==> src/sv/linked_list_pool_manager_core_assert.svh <==
// Assertion macros shared by the pool manager RTL.
`ifndef LINKED_LIST_POOL_MANAGER_CORE_ASSERT_SVH
`define LINKED_LIST_POOL_MANAGER_CORE_ASSERT_SVH

// Same-cycle implication, checked outside reset.
`define LLPM_ASSERT_NOW(label, clk, rst_n, ante, cons, msg) \
  label: assert property (@(posedge clk) disable iff (!rst_n) (ante) |-> (cons)) \
    else $error(msg);

// Next-cycle implication, checked outside reset.
`define LLPM_ASSERT_NEXT(label, clk, rst_n, ante, cons, msg) \
  label: assert property (@(posedge clk) disable iff (!rst_n) (ante) |=> (cons)) \
    else $error(msg);

`endif

==> src/sv/llpm_pkg.sv <==
// Package with the constants and codes of the linked-list pool manager.
package llpm_pkg;

  // Default pool depth.
  localparam int POOL_SIZE_DEF = 16;

  // Field widths.
  localparam int VALUE_W  = 32;
  localparam int STATUS_W = 2;
  localparam int SLOT_W   = 4;

  // Operation codes.
  localparam logic OP_INSERT = 1'b0;
  localparam logic OP_REMOVE = 1'b1;

  // Status codes.
  localparam logic [STATUS_W-1:0] ST_DONE    = 2'd0;
  localparam logic [STATUS_W-1:0] ST_FULL    = 2'd1;
  localparam logic [STATUS_W-1:0] ST_MISSING = 2'd2;

endpackage

==> src/sv/llpm_ram.sv <==
// Generic single-write, single-read RAM with a registered read port.
module llpm_ram #(
  parameter int WIDTH = 32,
  parameter int DEPTH = 16
) (
  input  logic                     clk,
  input  logic                     we,
  input  logic [$clog2(DEPTH)-1:0] waddr,
  input  logic [WIDTH-1:0]         wdata,
  input  logic [$clog2(DEPTH)-1:0] raddr,
  output logic [WIDTH-1:0]         rdata
);

  logic [WIDTH-1:0] mem [DEPTH];

  // Write port and registered read port; a read of the written address returns old data.
  always_ff @(posedge clk) begin
    if (we) begin
      mem[waddr] <= wdata;
    end
    rdata <= mem[raddr];
  end

endmodule

==> src/sv/linked_list_pool_manager_core.sv <==
// Linked-list pool manager: channels, sequencer and the two node memories.
// The block keeps one singly linked list in a pool of POOL_SIZE nodes, with
// the unused nodes on a free list. Each input word carries an operation and
// a value: insert pops the free-list head, stores the value and links the
// node at the list head; remove walks from the list head to the first node
// holding the value, unlinks it and pushes it on the free list.
// Every input word gives exactly one result word (status and slot).
// Both channels use valid and stall; a result waits in an output register
// while the receiver stalls, and the sequencer then holds in its result step.
// An insert stores the value and reads the free node's link, then links the
// node at the list head; a full pool or an empty list is answered at once. A
// remove walks until a match or the list end, over at most POOL_SIZE nodes.
// The walk reads one node per cycle through the registered read port of the
// node memories, which sets the rate; one item is handled at a time, so no
// new word is accepted until the last result is in the output register.
// After reset the link memory is swept once to chain node i to node i+1,
// during which no input word is accepted.
`include "linked_list_pool_manager_core_assert.svh"

module linked_list_pool_manager_core #(
  parameter int POOL_SIZE = llpm_pkg::POOL_SIZE_DEF
) (
  input  logic                          clk,
  input  logic                          rst_n,
  input  logic                          in_valid,
  output logic                          in_stall,
  input  logic                          in_operation,
  input  logic signed [llpm_pkg::VALUE_W-1:0] in_value,
  output logic                          out_valid,
  input  logic                          out_stall,
  output logic [llpm_pkg::STATUS_W-1:0] out_status,
  output logic [llpm_pkg::SLOT_W-1:0]   out_slot
);

  import llpm_pkg::*;

  localparam int IW = $clog2(POOL_SIZE);
  localparam int LW = $clog2(POOL_SIZE + 1);
  localparam logic [LW-1:0] NONE = LW'(POOL_SIZE);

  // Sequencer states.
  localparam logic [2:0] S_CLEAR = 3'd0;
  localparam logic [2:0] S_IDLE  = 3'd1;
  localparam logic [2:0] S_INS   = 3'd2;
  localparam logic [2:0] S_WALK  = 3'd3;
  localparam logic [2:0] S_FREE  = 3'd4;
  localparam logic [2:0] S_RESP  = 3'd5;

  logic [2:0]          state_r, state_nxt;
  logic [LW-1:0]       free_head_r, free_head_nxt;
  logic [LW-1:0]       list_head_r, list_head_nxt;
  logic [LW-1:0]       clr_cnt_r, clr_cnt_nxt;
  logic [LW-1:0]       cur_r, cur_nxt;
  logic [LW-1:0]       prev_r, prev_nxt;
  logic [LW-1:0]       steps_r, steps_nxt;
  logic [VALUE_W-1:0]  val_r, val_nxt;
  logic [STATUS_W-1:0] resp_status_r, resp_status_nxt;
  logic [LW-1:0]       resp_slot_r, resp_slot_nxt;
  logic                out_valid_r, out_valid_nxt;
  logic [STATUS_W-1:0] out_status_r, out_status_nxt;
  logic [SLOT_W-1:0]   out_slot_r, out_slot_nxt;

  logic                link_we;
  logic [IW-1:0]       link_waddr;
  logic [LW-1:0]       link_wdata;
  logic                val_we;
  logic [IW-1:0]       val_waddr;
  logic [VALUE_W-1:0]  val_wdata;
  logic [IW-1:0]       rd_addr;
  logic [LW-1:0]       link_rdata;
  logic [VALUE_W-1:0]  val_rdata;
  logic                out_free;

  // Node memories: stored values and next links.
  llpm_ram #(.WIDTH(VALUE_W), .DEPTH(POOL_SIZE)) u_value_ram (
    .clk  (clk),
    .we   (val_we),
    .waddr(val_waddr),
    .wdata(val_wdata),
    .raddr(rd_addr),
    .rdata(val_rdata)
  );

  llpm_ram #(.WIDTH(LW), .DEPTH(POOL_SIZE)) u_link_ram (
    .clk  (clk),
    .we   (link_we),
    .waddr(link_waddr),
    .wdata(link_wdata),
    .raddr(rd_addr),
    .rdata(link_rdata)
  );

  assign in_stall   = (state_r != S_IDLE);
  assign out_valid  = out_valid_r;
  assign out_status = out_status_r;
  assign out_slot   = out_slot_r;
  assign out_free   = !out_valid_r || !out_stall;

  // Sequencer: one memory access step per cycle, holding in the result step while the output register is full.
  always_comb begin
    state_nxt       = state_r;
    free_head_nxt   = free_head_r;
    list_head_nxt   = list_head_r;
    clr_cnt_nxt     = clr_cnt_r;
    cur_nxt         = cur_r;
    prev_nxt        = prev_r;
    steps_nxt       = steps_r;
    val_nxt         = val_r;
    resp_status_nxt = resp_status_r;
    resp_slot_nxt   = resp_slot_r;
    out_valid_nxt   = out_valid_r && out_stall;
    out_status_nxt  = out_status_r;
    out_slot_nxt    = out_slot_r;
    link_we         = 1'b0;
    link_waddr      = cur_r[IW-1:0];
    link_wdata      = free_head_r;
    val_we          = 1'b0;
    val_waddr       = free_head_r[IW-1:0];
    val_wdata       = in_value;
    rd_addr         = cur_r[IW-1:0];

    unique case (state_r)
      S_CLEAR: begin
        // Chain node i to node i+1 after reset.
        link_we     = 1'b1;
        link_waddr  = clr_cnt_r[IW-1:0];
        link_wdata  = LW'(clr_cnt_r + 1'b1);
        clr_cnt_nxt = LW'(clr_cnt_r + 1'b1);
        if (clr_cnt_r == LW'(POOL_SIZE - 1)) begin
          state_nxt = S_IDLE;
        end
      end
      S_IDLE: begin
        if (in_valid) begin
          val_nxt = in_value;
          if (in_operation == OP_INSERT) begin
            if (free_head_r >= NONE) begin
              resp_status_nxt = ST_FULL;
              resp_slot_nxt   = '0;
              state_nxt       = S_RESP;
            end else begin
              // Store the value now and fetch the free node's link.
              val_we    = 1'b1;
              val_waddr = free_head_r[IW-1:0];
              rd_addr   = free_head_r[IW-1:0];
              cur_nxt   = free_head_r;
              state_nxt = S_INS;
            end
          end else begin
            if (list_head_r >= NONE) begin
              resp_status_nxt = ST_MISSING;
              resp_slot_nxt   = '0;
              state_nxt       = S_RESP;
            end else begin
              rd_addr   = list_head_r[IW-1:0];
              cur_nxt   = list_head_r;
              prev_nxt  = NONE;
              steps_nxt = '0;
              state_nxt = S_WALK;
            end
          end
        end
      end
      S_INS: begin
        // Pop the free list and link the node at the list head.
        free_head_nxt   = link_rdata;
        link_we         = 1'b1;
        link_waddr      = cur_r[IW-1:0];
        link_wdata      = list_head_r;
        list_head_nxt   = cur_r;
        resp_status_nxt = ST_DONE;
        resp_slot_nxt   = cur_r;
        state_nxt       = S_RESP;
      end
      S_WALK: begin
        if (val_rdata == val_r) begin
          // Match: bypass the node from its predecessor or the head.
          if (prev_r >= NONE) begin
            list_head_nxt = link_rdata;
          end else begin
            link_we    = 1'b1;
            link_waddr = prev_r[IW-1:0];
            link_wdata = link_rdata;
          end
          state_nxt = S_FREE;
        end else begin
          prev_nxt  = cur_r;
          cur_nxt   = link_rdata;
          steps_nxt = LW'(steps_r + 1'b1);
          rd_addr   = link_rdata[IW-1:0];
          if (link_rdata >= NONE || LW'(steps_r + 1'b1) == NONE) begin
            resp_status_nxt = ST_MISSING;
            resp_slot_nxt   = '0;
            state_nxt       = S_RESP;
          end
        end
      end
      S_FREE: begin
        // Push the unlinked node onto the free list.
        link_we         = 1'b1;
        link_waddr      = cur_r[IW-1:0];
        link_wdata      = free_head_r;
        free_head_nxt   = cur_r;
        resp_status_nxt = ST_DONE;
        resp_slot_nxt   = cur_r;
        state_nxt       = S_RESP;
      end
      S_RESP: begin
        // Hand the result word to the output register once it is free.
        if (out_free) begin
          out_valid_nxt  = 1'b1;
          out_status_nxt = resp_status_r;
          out_slot_nxt   = SLOT_W'(resp_slot_r);
          state_nxt      = S_IDLE;
        end
      end
      default: begin
        state_nxt = S_IDLE;
      end
    endcase
  end

  // Control registers.
  always_ff @(posedge clk) begin
    if (!rst_n) begin
      state_r     <= S_CLEAR;
      free_head_r <= '0;
      list_head_r <= NONE;
      clr_cnt_r   <= '0;
      out_valid_r <= 1'b0;
    end else begin
      state_r     <= state_nxt;
      free_head_r <= free_head_nxt;
      list_head_r <= list_head_nxt;
      clr_cnt_r   <= clr_cnt_nxt;
      out_valid_r <= out_valid_nxt;
    end
  end

  // Payload registers.
  always_ff @(posedge clk) begin
    cur_r         <= cur_nxt;
    prev_r        <= prev_nxt;
    steps_r       <= steps_nxt;
    val_r         <= val_nxt;
    resp_status_r <= resp_status_nxt;
    resp_slot_r   <= resp_slot_nxt;
    out_status_r  <= out_status_nxt;
    out_slot_r    <= out_slot_nxt;
  end

  // A result that is not done always carries slot zero.
  `LLPM_ASSERT_NOW(a_slot_zero, clk, rst_n,
    out_valid_r && out_status_r != ST_DONE, out_slot_r == '0,
    "result without done status has a nonzero slot")

  // An accepted word keeps the block busy in the next cycle.
  `LLPM_ASSERT_NEXT(a_busy_after_accept, clk, rst_n,
    in_valid && !in_stall, state_r != S_IDLE,
    "block idle right after accepting a word")

  // A node is never at the head of both lists.
  `LLPM_ASSERT_NOW(a_heads_differ, clk, rst_n,
    free_head_r < NONE && list_head_r < NONE, free_head_r != list_head_r,
    "free list and node list share a head")

endmodule
==> config.mk <==
export PLATFORM = sky130hd
export DESIGN_NAME = linked_list_pool_manager_core
export DESIGN_NICKNAME = d
export VERILOG_FILES = /design/src/sv/llpm_pkg.sv /design/src/sv/llpm_ram.sv /design/src/sv/linked_list_pool_manager_core.sv
export VERILOG_INCLUDE_DIRS = /design/src /design/src/sv
export SDC_FILE = /design/constraint.sdc
export NUM_CORES = 1
export LEC_CHECK = 0
export CAP_MARGIN = 20
export CELL_PAD_IN_SITES_DETAIL_PLACEMENT = 0
export CELL_PAD_IN_SITES_GLOBAL_PLACEMENT = 1
export CORE_MARGIN = 1.5
export CORE_UTILIZATION = 55
export DETAILED_ROUTE_END_ITERATION = 8
export DONT_BUFFER_PORTS = 1
export GPL_TIMING_DRIVEN = 1
export PLACE_DENSITY = 0.81
export SLEW_MARGIN = 20
export SYNTH_ARGS = -nofsm -noshare
export SYNTH_HDL_FRONTEND = slang
export SYNTH_HIERARCHICAL = 1
export SYNTH_SLANG_ARGS = --single-unit
==> constraint.sdc <==
create_clock -name clk -period 18.2 [get_ports clk]
set_input_delay 3.64 -clock clk [delete_from_list [all_inputs] [get_ports clk]]
set_output_delay 3.64 -clock clk [all_outputs]
set_load 0.01 [all_outputs]
==> flow_summary.yaml <==
outcome:
  outcome: "completed"
grt:
  antenna_found_initial: 0
  grt_first_pass_wirelength_um: 83790
  grt_usage: 0.2289
  gr-usage-met2: 0.3789
  grt-ovfl-total: 0
  grt_max_degree: 112
  grt.busiest_layer: "met2"
  grt_use_met3: 0.04363
  grt_pass1_vias: 13320
  grt.met1_usage: 0.3084
critical_path:
  start_kind: "input port"
  crit_buf_inv: 3
  crit_required_ns: 18.66
  cp_cell_sequence: "and2_2 > buf_4 > nand2_1 > a22oi_1 > a21oi_4 > buf_12 > buf_4 > mux4_2 > a22oi_1 > nand2_1"
  critPathCaptureType: "flip-flop"
  slowest_delay_ns: 0.73
  cp.arrival_ns: 7.24
  cp_slowest_cell: "buf_4"
  crit_type: "input port to flip-flop"
  critPathMaxFanout: 111
  cp_top_family: "buffers and inverters"
finish:
  design_area_sq_um: 30030
  fin_cells: 2065
  drive_gt1_frac: 0.2152
  fin_nets: 1440
  fillers: 3160
  antennaDiodeCount: 0
  area_delta_synth_final_pct: 11.34
route:
  wl_per_cell_um: 27.22
  drc_errors: 0
  first_pass_iters: 5
  postRouteWirelength_um: 56200
  dr.first_iter.drc_count: 1287
  vias_per_cell: 6.340
  vias: 13090
  ant_nets: 0
sta:
  final-setup-viol-count: 0
  fin_setup_tns_ns: 0
  hold_ws_ns: 0.4259
  hold_viol: 0
  max_freq_mhz: 147.6
  min_period_ns: 6.774
  worst_slack_ns: 11.43
  rsz0062_at_grt: "false"
  slew_headroom: 0.2657
  drv_slew: 0
  tightest_slew_ns: 1.101
  skew_ns: 0.04169
  post-route-period-util: 0.3722
cts:
  cts_tree: "yes"
  cts_setup_buffers: 0
  clockBufferDepth: 3
  clk_latency_ns: 0.61
  clockRootBuffer: "clkbuf_16"
  cts_buffers: 69
  hold_buffers: 0
  clkTransAtPathRegs_ns: 0.06
  htreeDepth: 3
  cts.sinks: 707
  cts_resized: 0
flow_run:
  maxCapViolations: 0
synthesis:
  synth_area_sq_um: 26970
  synth_top_family_by_area: "multiplexers"
  muxShareOfSynthArea: 0.1258
  yosysTopAreaCell: "edfxtp_1"
  yosys-top-cells-count: "651 x edfxtp_1, 148 x mux4_2, 80 x a22oi_1"
  synth_compound_area_frac: 0.04259
  synth-simple-area-share: 0.03804
  synthArstFlopShare: 0
  synth_edf_count: 651
  yosys.cell_types.count: 54
  syn_inst: 1362
  synth_seq_cells: 707
  yosys.cell_count.top_type: "edfxtp_1"
  synth.top_cell.area_share: 0.7248
  synth-xor-area-share: 0.01266
  yosys_warnings: 6
  synth_nets: 1403
  ys.flop_type: "edfxtp_1"
  synth-seq-area-share: 0.7664
  synthAdderAreaFrac: 0.001856
  synth.area.top_cells: "edfxtp_1 72%, mux4_2 12%, dfxtp_1 4.2%"
  syn_avg_cell_area_sq_um: 19.80
floorplanning:
  die_w_um: 224.4
  fp-row-count: 80
  die_h_um: 224.4
  start_util: 0.5614
  io_pins: 45
  dieArea_sq_um: 50380
  core_sq_um: 48050
power_and_ir_drop:
  p_per_area_nw_per_um2: 105.5
  vdd_drop_max_uv: 77.09
  power.leakage_uw: 0.009557
placed_design:
  place_inst: 1943
  dpl-instance-area_sq_um: 27850
  dp_hpwl_um: 27780
  gp_congestion: 0.8164
  numPortBuffers: 0
  pre_cts_slack_ns: 10.77
worst_hold_path:
  min_path_type: "flip-flop to flip-flop"
-- layer usage --
layer / up-vias / wire length (um)
met3: 95 / 4277
met2: 524 / 28100
met5: - / 0
li1: 5637 / -
met1: 6837 / 22470
met4: 0 / 1357
-- worst reg2reg max path, stage by stage, from the launching register on --
cell and delay, ns:
dfxtp_1 0.63, nor2b_1 0.47, nor2b_1 0.27, and2_2 0.17
buf_4 0.51, a22oi_1 0.24, a21oi_4 0.21, buf_12 0.68
buf_4 0.83, mux4_2 0.63, a22oi_1 0.23, nand2_1 0.13
-- through the flow --
| stage | total power (uW) | util |
|---|---|---|
| 2_1_floorplan | 1827 | - |
| 3_3_place_gp | 1833 | 0.5797 |
| 3_5_place_dp | 1834 | 0.5797 |
| 4_1_cts | 3188 | 0.6248 |
| 5_1_grt | 3246 | 0.6250 |
| 6_report | 3167 | 0.6250 |
-- logic make-up after synthesis --
group                    count (synthesis)
flip-flops                             707
AND/OR/NAND/NOR                        218
AO/OA/AOI/OAI                          164
multiplexers                           154
buffers and inverters                   76
XOR/XNOR                                39
adder cells (fa/ha/maj)                  4
-- report_power, final --
part	switching, uW	internal [uW]
logic	12.6	6.59
registers	2.35	1780
clock network	590	777
-- path summary, 6_finish.rpt --
kind	slack, ns	from	endpoint	cells after the start
setup reg to reg	13.08	state_r[0]	u_value_ram/rdata[0]	11
hold / removal	0.43	resp_slot_r[3]	out_slot[3]	0
hold reg to reg	0.43	resp_slot_r[3]	out_slot[3]	0
setup / recovery	11.43	in_valid	u_value_ram/rdata[0]	10
-- layout by cell type, fill, tap and decap left out, drive strengths merged, types with 3 or more instances in the layout --
cell type,Yosys,layout
nand2b,5,5
o31ai,5,5
o211ai,3,3
o21a,3,3
or3,3,3
a21boi,5,5
nor2b,13,13
ha,4,4
bufinv,0,3
and2,9,9
nand3b,4,4
a21oi,27,27
a22oi,80,80
o21ai,15,15
or2,4,4
mux4,148,148
nand2,75,75
dfxtp,56,56
nor3,13,13
nor4,10,10
a31o,4,4
nand3,16,16
a211oi,4,4
a311oi,4,4
nor3b,4,4
xor2,37,37
clkinv,0,21
buf,31,33
o22ai,3,3
clkbuf,36,92
nor2,55,55
mux2i,6,6
inv,9,13
edfxtp,651,651
-- flip-flops by register name, summed over array words and instances (netlist names), 3 cells and up --
signal,count
prev_r,5
clr_cnt_r,5
u_value_ram/mem,512
cur_r,5
resp_slot_r,4
u_value_ram/rdata,32
state_r,3
u_link_ram/mem,80
list_head_r,5
val_r,32
steps_r,5
u_link_ram/rdata,5
out_slot,4
free_head_r,5
-- final cells by class --
type,count,area (sq um),share of cell area
Tap cell,615,769.5,0.02563
Clock inverter,30,286.5,0.009542
Inverter,9,33.78,0.001125
Clock buffer,92,1884,0.06275
Multi-Input combinational cell,579,6125,0.2040
Timing Repair Buffer,33,260.3,0.008667
Sequential cell,707,20670,0.6883
No activity file was read; power rests on OpenSTA's default activity.
